`src/hw/rtl/ccf_pkg.sv`:
```
// Shared types, constants and the microcode table of the caption CDP framer.
// No dependencies.
`timescale 1ns / 1ps

package ccf_pkg;

	localparam int unsigned MAX_TRIPLES_DEF = 31;
	localparam int unsigned STEP_W = 5;
	localparam int unsigned SEQ_W = 16;
	localparam int unsigned RATE_W = 4;
	localparam int unsigned CFG_DATA_W = 16;

	localparam logic [7:0] CDP_ID_HI = 8'h96;
	localparam logic [7:0] CDP_ID_LO = 8'h69;
	localparam logic [7:0] CDP_LEN_BASE = 8'd13;
	localparam logic [7:0] CDP_FLAGS = 8'h40 | 8'h02 | 8'h01;
	localparam logic [7:0] CDP_SEC_DATA = 8'h72;
	localparam logic [7:0] CDP_SEC_FOOT = 8'h74;
	localparam logic [7:0] CDP_CNT_MASK = 8'h1F;
	localparam logic [7:0] CDP_CNT_MARK = 8'hE0;
	localparam logic [7:0] CDP_HDR_MARK = 8'hF8;
	localparam logic [RATE_W-1:0] RATE_RESET = 4'd4;

	typedef enum logic {
		REG_FRAME_RATE = 1'b0,
		REG_INIT_SEQ   = 1'b1
	} reg_idx_t;

	typedef enum logic [3:0] {
		SRC_ID_HI,
		SRC_ID_LO,
		SRC_LEN,
		SRC_RATE,
		SRC_FLAGS,
		SRC_SEQ_HI,
		SRC_SEQ_LO,
		SRC_SEC_DATA,
		SRC_CNT,
		SRC_T_HDR,
		SRC_T_D1,
		SRC_T_D2,
		SRC_SEC_FOOT,
		SRC_CSUM
	} byte_src_t;

	typedef enum logic [1:0] {
		JMP_NONE,
		JMP_EMPTY,
		JMP_MORE
	} jmp_t;

	typedef struct packed {
		byte_src_t         src;
		logic              emit;
		logic              fetch;
		logic              last;
		jmp_t              jmp;
		logic [STEP_W-1:0] target;
	} ucode_t;

	typedef struct packed {
		logic empty;
		logic more;
	} store_stat_t;

	localparam logic [STEP_W-1:0] STEP_FETCH = 5'd9;
	localparam logic [STEP_W-1:0] STEP_FOOT = 5'd13;

	// Program: nine header bytes, a fetch plus three bytes per triple, footer.
	function automatic ucode_t ucode_rom(input logic [STEP_W-1:0] step);
		ucode_t w;
		w.src = SRC_ID_HI;
		w.emit = 1'b1;
		w.fetch = 1'b0;
		w.last = 1'b0;
		w.jmp = JMP_NONE;
		w.target = '0;
		unique case (step)
			5'd0: w.src = SRC_ID_HI;
			5'd1: w.src = SRC_ID_LO;
			5'd2: w.src = SRC_LEN;
			5'd3: w.src = SRC_RATE;
			5'd4: w.src = SRC_FLAGS;
			5'd5: w.src = SRC_SEQ_HI;
			5'd6: w.src = SRC_SEQ_LO;
			5'd7: w.src = SRC_SEC_DATA;
			5'd8: begin
				w.src = SRC_CNT;
				w.jmp = JMP_EMPTY;
				w.target = STEP_FOOT;
			end
			5'd9: begin
				w.emit = 1'b0;
				w.fetch = 1'b1;
			end
			5'd10: w.src = SRC_T_HDR;
			5'd11: w.src = SRC_T_D1;
			5'd12: begin
				w.src = SRC_T_D2;
				w.jmp = JMP_MORE;
				w.target = STEP_FETCH;
			end
			5'd13: w.src = SRC_SEC_FOOT;
			5'd14: w.src = SRC_SEQ_HI;
			5'd15: w.src = SRC_SEQ_LO;
			5'd16: begin
				w.src = SRC_CSUM;
				w.last = 1'b1;
			end
			default: begin
				w.emit = 1'b0;
				w.last = 1'b1;
			end
		endcase
		return w;
	endfunction

endpackage

```
`src/hw/rtl/ccf_sequencer.sv`:
```
// Step counter and microcode fetch for the caption CDP framer.
// Depends on ccf_pkg (ucode_rom, ucode_t, store_stat_t).
`timescale 1ns / 1ps

module ccf_sequencer import ccf_pkg::*; (
	input  logic        clk,
	input  logic        arst_n,
	input  logic        start,
	input  logic        go,
	input  store_stat_t stat,
	output logic        running,
	output ucode_t      cw
);

	logic              running_q;
	logic [STEP_W-1:0] step_q;
	logic              taken;

	assign cw = ucode_rom(step_q);
	assign running = running_q;

	always_comb begin
		unique case (cw.jmp)
			JMP_EMPTY: taken = stat.empty;
			JMP_MORE:  taken = stat.more;
			default:   taken = 1'b0;
		endcase
	end

	always_ff @(posedge clk or negedge arst_n) begin
		if (!arst_n) begin
			running_q <= 1'b0;
			step_q <= '0;
		end else if (start) begin
			running_q <= 1'b1;
			step_q <= '0;
		end else if (go) begin
			if (cw.last) begin
				running_q <= 1'b0;
				step_q <= '0;
			end else begin
				step_q <= taken ? cw.target : step_q + STEP_W'(1);
			end
		end
	end

endmodule

```
`src/hw/rtl/ccf_store.sv`:
```
// Triple store, fill count and overflow flag of the caption CDP framer.
// Depends on ccf_pkg (ucode_t, store_stat_t, CDP_HDR_MARK).
`timescale 1ns / 1ps

module ccf_store import ccf_pkg::*; #(
	parameter int unsigned MAX_TRIPLES = MAX_TRIPLES_DEF,
	localparam int unsigned CNT_W = $clog2(MAX_TRIPLES + 1),
	localparam int unsigned ADDR_W = (MAX_TRIPLES > 1) ? $clog2(MAX_TRIPLES) : 1
) (
	input  logic             clk,
	input  logic             arst_n,
	input  logic             wr_req,
	input  logic [7:0]       cc_header,
	input  logic [7:0]       cc_first_data,
	input  logic [7:0]       cc_second_data,
	input  logic             go,
	input  ucode_t           cw,
	output logic [CNT_W-1:0] count,
	output logic             overflow,
	output logic [23:0]      rd_data,
	output store_stat_t      stat
);

	logic [23:0]      mem [MAX_TRIPLES];
	logic [CNT_W-1:0] count_q;
	logic [CNT_W-1:0] idx_q;
	logic             overflow_q;
	logic [23:0]      rd_q;
	logic             full;

	assign full = (count_q == CNT_W'(MAX_TRIPLES));
	assign count = count_q;
	assign overflow = overflow_q;
	assign rd_data = rd_q;
	assign stat.empty = (count_q == '0);
	assign stat.more = (idx_q != count_q);

	always_ff @(posedge clk) begin
		if (wr_req && !full) begin
			mem[count_q[ADDR_W-1:0]] <= {cc_header | CDP_HDR_MARK, cc_first_data,
				cc_second_data};
		end
		if (go && cw.fetch) begin
			rd_q <= mem[idx_q[ADDR_W-1:0]];
		end
	end

	always_ff @(posedge clk or negedge arst_n) begin
		if (!arst_n) begin
			count_q <= '0;
			idx_q <= '0;
			overflow_q <= 1'b0;
		end else if (go && cw.last) begin
			count_q <= '0;
			idx_q <= '0;
			overflow_q <= 1'b0;
		end else begin
			if (wr_req) begin
				// drop the triple once the store is full
				if (full) begin
					overflow_q <= 1'b1;
				end else begin
					count_q <= count_q + CNT_W'(1);
				end
			end
			if (go && cw.fetch) begin
				idx_q <= idx_q + CNT_W'(1);
			end
		end
	end

endmodule

```
`src/hw/rtl/ccf_datapath.sv`:
```
// Byte selection, checksum, sequence count and word packing of the CDP framer.
// Depends on ccf_pkg (ucode_t, byte_src_t, reg_idx_t, packet constants).
`timescale 1ns / 1ps

module ccf_datapath import ccf_pkg::*; #(
	parameter int unsigned CNT_W = 5
) (
	input  logic                  clk,
	input  logic                  arst_n,
	input  logic                  cfg_write,
	input  logic                  cfg_index,
	input  logic [CFG_DATA_W-1:0] cfg_data,
	input  logic                  go,
	input  ucode_t                cw,
	input  logic [CNT_W-1:0]      count,
	input  logic                  overflow,
	input  logic [23:0]           rd_data,
	output logic                  hold,
	output logic                  out_valid,
	input  logic                  out_ready,
	output logic [7:0]            out_byte0,
	output logic [7:0]            out_byte1,
	output logic [7:0]            out_byte2,
	output logic [7:0]            out_byte3,
	output logic [2:0]            byte_count,
	output logic                  last_word,
	output logic                  was_truncated
);

	logic [RATE_W-1:0] rate_q;
	logic [SEQ_W-1:0]  seq_q;
	logic [7:0]        sum_q;
	logic [1:0]        pos_q;
	logic [7:0]        wbuf_q [3];
	logic              out_valid_q;
	logic [7:0]        obyte_q [4];
	logic [2:0]        ocnt_q;
	logic              olast_q;
	logic              otrunc_q;
	logic [7:0]        cur;
	logic              completes;
	logic              push;
	logic [7:0]        word [4];

	always_comb begin
		unique case (cw.src)
			SRC_ID_HI:    cur = CDP_ID_HI;
			SRC_ID_LO:    cur = CDP_ID_LO;
			SRC_LEN:      cur = CDP_LEN_BASE + 8'(count) * 8'd3;
			SRC_RATE:     cur = {rate_q, 4'hF};
			SRC_FLAGS:    cur = CDP_FLAGS;
			SRC_SEQ_HI:   cur = seq_q[15:8];
			SRC_SEQ_LO:   cur = seq_q[7:0];
			SRC_SEC_DATA: cur = CDP_SEC_DATA;
			SRC_CNT:      cur = (8'(count) & CDP_CNT_MASK) | CDP_CNT_MARK;
			SRC_T_HDR:    cur = rd_data[23:16];
			SRC_T_D1:     cur = rd_data[15:8];
			SRC_T_D2:     cur = rd_data[7:0];
			SRC_SEC_FOOT: cur = CDP_SEC_FOOT;
			SRC_CSUM:     cur = 8'd0 - sum_q;
			default:      cur = 8'd0;
		endcase
	end

	assign completes = cw.emit && ((pos_q == 2'd3) || cw.last);
	// hold the program while a finished word has nowhere to go
	assign hold = completes && out_valid_q && !out_ready;
	assign push = go && completes;

	always_comb begin
		for (int j = 0; j < 4; j++) begin
			if (2'(j) == pos_q) begin
				word[j] = cur;
			end else if (j < 3 && 2'(j) < pos_q) begin
				word[j] = wbuf_q[j % 3];
			end else begin
				word[j] = 8'd0;
			end
		end
	end

	always_ff @(posedge clk or negedge arst_n) begin
		if (!arst_n) begin
			rate_q <= RATE_RESET;
			seq_q <= '0;
			sum_q <= '0;
			pos_q <= '0;
			out_valid_q <= 1'b0;
		end else begin
			if (cfg_write && cfg_index == REG_FRAME_RATE) begin
				rate_q <= cfg_data[RATE_W-1:0];
			end
			if (cfg_write && cfg_index == REG_INIT_SEQ) begin
				seq_q <= cfg_data[SEQ_W-1:0];
			end else if (go && cw.last) begin
				seq_q <= seq_q + SEQ_W'(1);
			end
			if (go && cw.emit) begin
				sum_q <= cw.last ? 8'd0 : sum_q + cur;
				pos_q <= completes ? 2'd0 : pos_q + 2'd1;
			end
			if (push) begin
				out_valid_q <= 1'b1;
			end else if (out_ready) begin
				out_valid_q <= 1'b0;
			end
		end
	end

	always_ff @(posedge clk) begin
		if (go && cw.emit && !completes) begin
			for (int j = 0; j < 3; j++) begin
				if (2'(j) == pos_q) begin
					wbuf_q[j] <= cur;
				end
			end
		end
		if (push) begin
			for (int j = 0; j < 4; j++) begin
				obyte_q[j] <= word[j];
			end
			ocnt_q <= {1'b0, pos_q} + 3'd1;
			olast_q <= cw.last;
			otrunc_q <= overflow;
		end
	end

	assign out_valid = out_valid_q;
	assign out_byte0 = obyte_q[0];
	assign out_byte1 = obyte_q[1];
	assign out_byte2 = obyte_q[2];
	assign out_byte3 = obyte_q[3];
	assign byte_count = ocnt_q;
	assign last_word = olast_q;
	assign was_truncated = otrunc_q;

endmodule

```
`src/hw/rtl/caption_cdp_framer.sv`:
```
// Caption CDP framer: an accepted request stores its triple if has_triple is set.
// A request with end_of_packet starts the microcode, which emits one byte a cycle
// while the output does not stall; each store read takes a fetch step with no byte.
// in_ready stays low while a packet is emitted, longer when stalls hold the microcode.
// Reset clears control state and sets the rate code to 4 and the sequence count to 0.
`timescale 1ns / 1ps

module caption_cdp_framer import ccf_pkg::*; #(
	parameter int unsigned MAX_TRIPLES = MAX_TRIPLES_DEF
) (
	input  logic                  clk,
	input  logic                  arst_n,
	input  logic                  cfg_write,
	input  logic                  cfg_index,
	input  logic [CFG_DATA_W-1:0] cfg_data,
	input  logic                  in_valid,
	output logic                  in_ready,
	input  logic                  has_triple,
	input  logic [7:0]            cc_header,
	input  logic [7:0]            cc_first_data,
	input  logic [7:0]            cc_second_data,
	input  logic                  end_of_packet,
	output logic                  out_valid,
	input  logic                  out_ready,
	output logic [7:0]            out_byte0,
	output logic [7:0]            out_byte1,
	output logic [7:0]            out_byte2,
	output logic [7:0]            out_byte3,
	output logic [2:0]            byte_count,
	output logic                  last_word,
	output logic                  was_truncated
);

	localparam int unsigned CNT_W = $clog2(MAX_TRIPLES + 1);

	logic             in_acc;
	logic             running;
	logic             hold;
	logic             go;
	ucode_t           cw;
	store_stat_t      stat;
	logic [CNT_W-1:0] count;
	logic             overflow;
	logic [23:0]      rd_data;

	assign in_ready = !running;
	assign in_acc = in_valid && in_ready;
	assign go = running && !hold;

	ccf_sequencer u_seq (
		.clk     (clk),
		.arst_n  (arst_n),
		.start   (in_acc && end_of_packet),
		.go      (go),
		.stat    (stat),
		.running (running),
		.cw      (cw)
	);

	ccf_store #(
		.MAX_TRIPLES (MAX_TRIPLES)
	) u_store (
		.clk            (clk),
		.arst_n         (arst_n),
		.wr_req         (in_acc && has_triple),
		.cc_header      (cc_header),
		.cc_first_data  (cc_first_data),
		.cc_second_data (cc_second_data),
		.go             (go),
		.cw             (cw),
		.count          (count),
		.overflow       (overflow),
		.rd_data        (rd_data),
		.stat           (stat)
	);

	ccf_datapath #(
		.CNT_W (CNT_W)
	) u_dp (
		.clk           (clk),
		.arst_n        (arst_n),
		.cfg_write     (cfg_write),
		.cfg_index     (cfg_index),
		.cfg_data      (cfg_data),
		.go            (go),
		.cw            (cw),
		.count         (count),
		.overflow      (overflow),
		.rd_data       (rd_data),
		.hold          (hold),
		.out_valid     (out_valid),
		.out_ready     (out_ready),
		.out_byte0     (out_byte0),
		.out_byte1     (out_byte1),
		.out_byte2     (out_byte2),
		.out_byte3     (out_byte3),
		.byte_count    (byte_count),
		.last_word     (last_word),
		.was_truncated (was_truncated)
	);

endmodule

```
`config.mk`:
```
export PLATFORM = sky130hd
export DESIGN_NAME = caption_cdp_framer
export DESIGN_NICKNAME = d
export VERILOG_FILES = /design/src/hw/rtl/ccf_pkg.sv /design/src/hw/rtl/ccf_sequencer.sv /design/src/hw/rtl/ccf_store.sv /design/src/hw/rtl/ccf_datapath.sv /design/src/hw/rtl/caption_cdp_framer.sv
export SDC_FILE = /design/constraint.sdc
export NUM_CORES = 1
export LEC_CHECK = 0
export ABC_CLOCK_PERIOD_IN_PS = 4200
export BUFFER_PORTS_ARGS = -buffer_cell sky130_fd_sc_hd__buf_4
export CAP_MARGIN = 10
export CORE_MARGIN = 1
export CORE_UTILIZATION = 30
export CTS_CLUSTER_SIZE = 8
export DETAILED_ROUTE_END_ITERATION = 12
export PLACE_DENSITY = 0.43
export SYNTH_ARGS = -nofsm -noshare
export SYNTH_HDL_FRONTEND = slang
export SYNTH_SLANG_ARGS = --single-unit
```
`constraint.sdc`:
```
create_clock -name clk -period 4.2 [get_ports clk]
set_clock_uncertainty 0.1 [all_clocks]
set_input_delay 0 -clock clk [delete_from_list [all_inputs] [get_ports clk]]
set_output_delay 0 -clock clk [all_outputs]
set_load 0.03 [all_outputs]
```
Word level (Yosys, flattened, before mapping)
Memories as Yosys holds them, arrays and structs flattened. A register that Yosys moved wholly into a read port is not among the register bits.
Index checks and enable logic that the tools add are counted.
{ "op_classes": {"add_sub_neg": 9, "n_mul": 1, "magnitude_cmp": 3, "eq_ne": 39, "muxes": 54, "bitwise": 1, "n_reduce_logical": 40} }
{ "ops": {"columns": ["cell", "count"], "rows": [
  ["8-bit case mux with 14 select lines", 1],
  ["8-bit two-way mux", 10],
  ["4-bit case mux with 13 select lines", 1],
  ["5-bit two-way mux", 9],
  ["5-bit by 4-bit equality test with 1-bit output, second input constant", 8],
  ["16-bit two-way mux", 2],
  ["16-bit OR reduction", 2],
  ["1-bit two-way mux", 26],
  ["4-bit equality test, second input constant", 6],
  ["5-bit by 3-bit equality test with 1-bit output, second input constant", 4],
  ["16-bit by 1-bit adder with 16-bit output, second input constant", 1],
  ["4-bit by 3-bit equality test with 1-bit output, second input constant", 4],
  ["8-bit OR reduction", 2],
  ["5-bit by 1-bit adder with 5-bit output, second input constant", 3],
  ["1-bit logical AND", 15],
  ["7-bit case mux with 2 select lines", 1],
  ["2-bit nonzero test", 6],
  ["5-bit by 2-bit equality test with 1-bit output, second input constant", 2],
  ["5-bit equality test, second input constant", 2],
  ["5-bit logical NOT", 2],
  ["4-bit by 7-bit adder with 8-bit output, first input constant", 1],
  ["8-bit adder", 1],
  ["4-bit by 2-bit equality test with 1-bit output, second input constant", 2],
  ["1-bit by 8-bit subtractor with 8-bit output, first input constant", 1],
  ["22 further kinds", 35]
]} }
{ "word_totals": {"reg_bits": 77, "ramBits": 645, "input_bits": 48, "out_inout_bits": 39, "n_memories": 3} }
{ "mem_list": {"columns": ["name", "depth", "width", "rd", "rd_ports_with_merged_regs", "write_ports", "line_no", "text"], "rows": [
  ["u_store.mem", 31, 19, 1, 1, 1, "ccf_store.sv:24", "logic [23:0] mem [MAX_TRIPLES];"],
  ["u_dp.obyte_q", 4, 8, 4, 0, 4, "ccf_datapath.sv:36", "logic [7:0] obyte_q [4];"],
  ["u_dp.wbuf_q", 3, 8, 3, 0, 1, "ccf_datapath.sv:34", "logic [7:0] wbuf_q [3];"]
]} }

Logic depth before layout (Yosys ltp)
{ "depth": {"word_depth": 16, "ltp_mapped": 23, "ltp_nobuf": 20} }

Cells and area by module
From an unflattened synthesis, not the netlist that was laid out.
{ "unflattened": {"hier_cells": 1842, "area_unflattened_um2": 30081.4} }
{ "by_module_without_submodules": {"columns": ["mod", "n_inst", "cells_each", "area_each_um2", "seq_area_each_um2"], "rows": [
  ["ccf_store", 1, 1253, 24151.9, 18532.8],
  ["ccf_datapath", 1, 485, 5087.4, 2608.8],
  ["ccf_sequencer", 1, 100, 814.5, 150.1],
  ["caption_cdp_framer", 1, 4, 27.5, 0.0]
]} }

Worst setup path after synthesis
Ideal clock, no wire load.
{ "synth_path": {"path_kind": "register to register", "start": "reg u_seq.step_q[0]", "end": "reg u_dp.sum_q[7]", "setup_time_ps": 119, "arrival_ps": 4333, "t_required_ps": 3981, "setup_slack_ps": -352, "path_stages_with_launch": 21, "n_path_buf": 4, "synth_period_minus_slack_ps": 4552, "cell_sequence": "dfrtp_1 > ha_1 > buf_4 > and3_1 > ha_1 > clkbuf_1 > or3_1 > buf_2 > mux2_1 > a32oi_1 > nor2_1 > or4_1 > buf_2 > ha_1 > a21oi_1 > o211ai_1 > a21o_1 > a21oi_1 > o211a_1 > o31ai_1 > a21bo_2"} }
{ "synth_via": {"elab_cells_between_ends": 48, "cone_classes": "add/sub (1); eq/ne (29); mux (5); reduce/logical (13)"} }
{ "synth_rtl": {"columns": ["element", "line_no", "text"], "rows": [
  ["start: declaration", "ccf_sequencer.sv:16", "logic [STEP_W-1:0] step_q;"],
  ["start signal: assignment", "ccf_sequencer.sv:42", "step_q <= taken ? cw.target : step_q + STEP_W'(1);"],
  ["5-bit by 3-bit equality test with 1-bit output / 5-bit by 4-bit equality test with 1-bit output (equally long branches)", "ccf_pkg.sv:78", "unique case (step)"],
  ["2-bit OR reduction (no source line)", null, null],
  ["4-bit case mux with 13 select lines (*)", "ccf_pkg.sv:78", null],
  ["4-bit equality test, or another cell as far along", "ccf_datapath.sv:46", "unique case (cw.src)"],
  ["8-bit case mux with 14 select lines (*)", "ccf_datapath.sv:46", null],
  ["named net u_dp.cur[2]", "ccf_datapath.sv:40", "logic [7:0] cur;"],
  ["8-bit adder (*)", "ccf_datapath.sv:99", "sum_q <= cw.last ? 8'd0 : sum_q + cur;"],
  ["8-bit two-way mux (*)", "ccf_datapath.sv:99", null],
  ["end signal: assignment", "ccf_datapath.sv:99", null],
  ["end: declaration", "ccf_datapath.sv:32", "logic [7:0] sum_q;"]
]} }
Mark *: on every way through the listed nets, which the timed path passes. The rest lies on a longest branch.
A chain may end at the register's enable or synchronous reset.

Worst setup path in the final report
{ "layout_path": {"start": "reg u_seq.step_q[1]", "end": "reg u_dp.sum_q[7]"} }
The elaborated chain is that of the path after synthesis.

==> metrics.md <==
| Metric | Value |
|---|---|
| Outcome | `finished clean` |
| Fin Setup TNS | `0 ns` |
| Worst Path Max Fanout | `8` |
| I/O Buffers | `81` |
| PD cells | `645 mW/mm2` |
| Worst EP required | `4.64 ns` |
| Hold Crit Class | `in -> reg` |
| Total Wirelength | `80.1 mm` |
| Clk root buf | `clkbuf_16` |
| Fin Hold WS | `0.0742 ns` |
| Core ar. | `0.0971 mm2` |
| Syn Area/Cell | `18.6 um2` |
| Total GRT Usage | `16.4%` |
| DRC errors left | `0` |
| Share of cells above drive strength 1 | `33.3%` |
| Vias in the first global route | `16700` |
| FF/Latch Area | `0.0213 mm2` |
| Vias per cell | `4.96` |
| Cell count after synthesis | `1585` |
| Initial Utilization | `30.4%` |
| DP HPWL | `49.0 mm` |
| Period minus WS final | `4.12 ns` |
| Post-synth cell types | `69` |
| # Max-Cap Violations | `0` |
| First-pass GRT wire length | `118 mm` |
| Synth-to-Final Area Change | `23.3%` |
| Initial antenna violation count | `1` |
| Startpoint Class | `register` |
| Crit path capture type | `register` |
| Final Wtd Congestion | `0.839` |
| Placed Instance Area | `0.0327 mm2` |
| Die H | `316 um` |
| Worst-Margin Slew | `1.03 ns` |
| Crit Path Class | `reg -> reg` |
| CTS tree | `done` |
| Fill cells | `8929` |
| Largest net degree at the start of global routing | `52` |
| Cell area after synthesis | `0.0295 mm2` |
| Fin crit share | `98.0%` |
| DR vias | `15900` |
| Clock Latency Late Sink | `0.66 ns` |
| DR WL/cell | `25.1 um` |
| Clock Sinks | `717` |
| Antenna Violating Nets Remaining | `0` |
| Reg2Reg Setup Slack | `0.08 ns` |
| Grt ovf | `0` |
| Row cnt | `114` |
| CP arrival | `4.56 ns` |
| Final setup vio count | `0` |
| Synthesized flop and latch total | `717` |
| Pre-Repair DR Iteration Count | `5` |
| Primary FF master, synth | `edfxtp_1` |
| Peak Freq | `0.243 GHz` |
| Syn Nets | `1678` |
| VDD IR max | `0.332 mV` |
| Clk pin slew, worst setup/hold paths | `0.06 ns` |
| Unrepaired setup endpoints after global routing | `true` |
| Yosys warning total | `0` |
| Commonest non-fill, non-tap cell in the layout | `edfxtp_1` |
| Final Hold Viols | `0` |
| Die width | `316 um` |
| Die area | `0.0997 mm2` |
| Slew Limit Fails | `0` |
| I/O Pins | `87` |
| Multi-input gate area | `0.00817 mm2` |
| Sequential fraction of the synthesis area | `72.1%` |
| Clock Path Buffers | `3` |
| Most frequent cells in the layout | `edfxtp_1, buf_4, mux4_2` |
| H-tree depth | `3` |
| Fin area | `0.0364 mm2` |
| Nets@finish | `1981` |
| Asr flop ratio synth | `6.69%` |
| Max-slew headroom | `31.3%` |
| CTS Buf Count | `101` |
| Lkg Pwr | `11.9 nW` |
| Number of flops mapped to enable cells by yosys | `669` |
| 1st-iter DRT viols | `1130` |
==> state kept, by name, summed over array words and instances (netlist names), 2 cells and up <==
signal	flops
u_store.mem	589
u_dp.obyte_q	32
u_dp.wbuf_q	24
u_store.rd_data	19
u_dp.seq_q	16
u_dp.sum_q	8
u_seq.step_q	5
u_store.count	5
u_store.idx_q	5
u_dp.rate_q	4
u_dp.byte_count	3
u_dp.pos_q	2
==> final cells by class <==
type,count,share of cell area (%)
flip-flops and latches,717,58.5
multi-input cells,755,22.4
clock buffers,125,7.30
repair buffers,281,6.53
well taps,1276,4.38
clock inverters,9,0.471
inverters,32,0.344
diodes,1,0.00687
==> where the power goes <==
group	switching, mW	leakage [nW]	internal [mW]
Clock	2.93	1.36	4.44
Sequential	0.381	6.60	8.57
Combinational	3.87	3.97	3.28
Total	7.19	11.9	16.3
==> logic make-up (layout without fill, tap and decap cells) <==
group / Yosys count / after routing / share of synthesized area (%)
xor gates and xnor gates: 38 / 38 / 1.13
AOI/OAI and AO/OA: 175 / 175 / 3.91
adders and majority gates: 45 / 45 / 1.96
DFF: 717 / 717 / 72.1
muxes: 228 / 228 / 15.1
and+or+nand+nor: 268 / 269 / 4.26
other: 0 / 1 / 0
buffers and inverters: 114 / 447 / 1.56
==> metal layers <==
metal | vias up | routed length (um) | track usage (%)
met2 | 366 | 38500 | 26.6
li1 | 6953 | - | -
met4 | 0 | 1940 | 4.71
met1 | 8412 | 36300 | 22.7
met3 | 132 | 3320 | 2.69
met5 | - | 0 | 0
==> worst max-delay path, stage by stage (launching register included) <==
cell,delay (ns)
dfrtp_2,0.46
buf_6,0.13
ha_4,0.19
nand2_4,0.06
a2111oi_4,0.40
nor3_2,0.10
and3_4,0.20
a31o_4,0.21
a311oi_4,0.28
buf_4,0.16
and2_4,0.13
inv_2,0.04
ha_4,0.20
a21o_1,0.19
a21oi_4,0.17
o211ai_1,0.14
a21o_1,0.21
a21oi_2,0.17
o211a_1,0.20
o31ai_2,0.07
a21bo_2,0.21
==> final timing paths <==
check | start | endpoint | cells past startpoint
max in group asynchronous | arst_n | u_store.idx_q[2]$_DFFE_PN0P_ | 4
hold / removal | cfg_data[15] | u_dp.seq_q[15]$_DFFE_PN0P_ | 4
setup / recovery | u_seq.step_q[1]$_DFFE_PN0P_ | u_dp.sum_q[7]$_DFFE_PN0P_ | 20
setup reg to reg | u_seq.step_q[1]$_DFFE_PN0P_ | u_dp.sum_q[7]$_DFFE_PN0P_ | 20
hold reg to reg | u_store.overflow$_DFFE_PN0P_ | u_dp.was_truncated$_DFFE_PP_ | 0
min in group asynchronous | arst_n | u_dp.rate_q[2]$_DFFE_PN1P_ | 3
==> stage by stage <==
stage | utilization (%) | cells | total power [mW] | setup slack (ns)
4_1_cts | 37.2 | 3183 | 23.4 | 0.0198
2_1_floorplan | - | 1585 | 13.1 | 0.0000924
5_1_grt | 37.5 | 3195 | 24.7 | -0.0897
3_3_place_gp | 33.7 | 3001 | 15.8 | -0.288
6_report | 37.5 | 3196 | 23.5 | 0.0832
3_5_place_dp | 33.7 | 3001 | 15.8 | -0.226
==> cell usage after synthesis, drive strengths merged, types with 12 or more instances <==
library cell,n,area share (%)
inv,32,0.41
a21oi,45,0.77
and2,18,0.39
xor2,14,0.41
o31ai,12,0.30
mux2i,26,0.88
dfrtp,47,4.0
nand3,17,0.29
buf,29,0.48
o21ai,48,0.81
nand2,77,0.98
nor2,90,1.1
and3,12,0.25
edfxtp,669,68
xnor2,24,0.71
mux2,31,1.2
mux4,171,13
clkbuf,53,0.67
ha,43,1.8
==> timing repair <==
item | 4_1_cts | 5_1_grt
hold endpoints to repair | 668 | 0
resized for setup | 13 | 47
setup endpoints to repair | 3 | 3
pin swaps | 0 | 22
setup buffers | 0 | 11
gates cloned | 0 | 1
hold buffers | 48 | 0
Power figures use the tool's default switching activity.
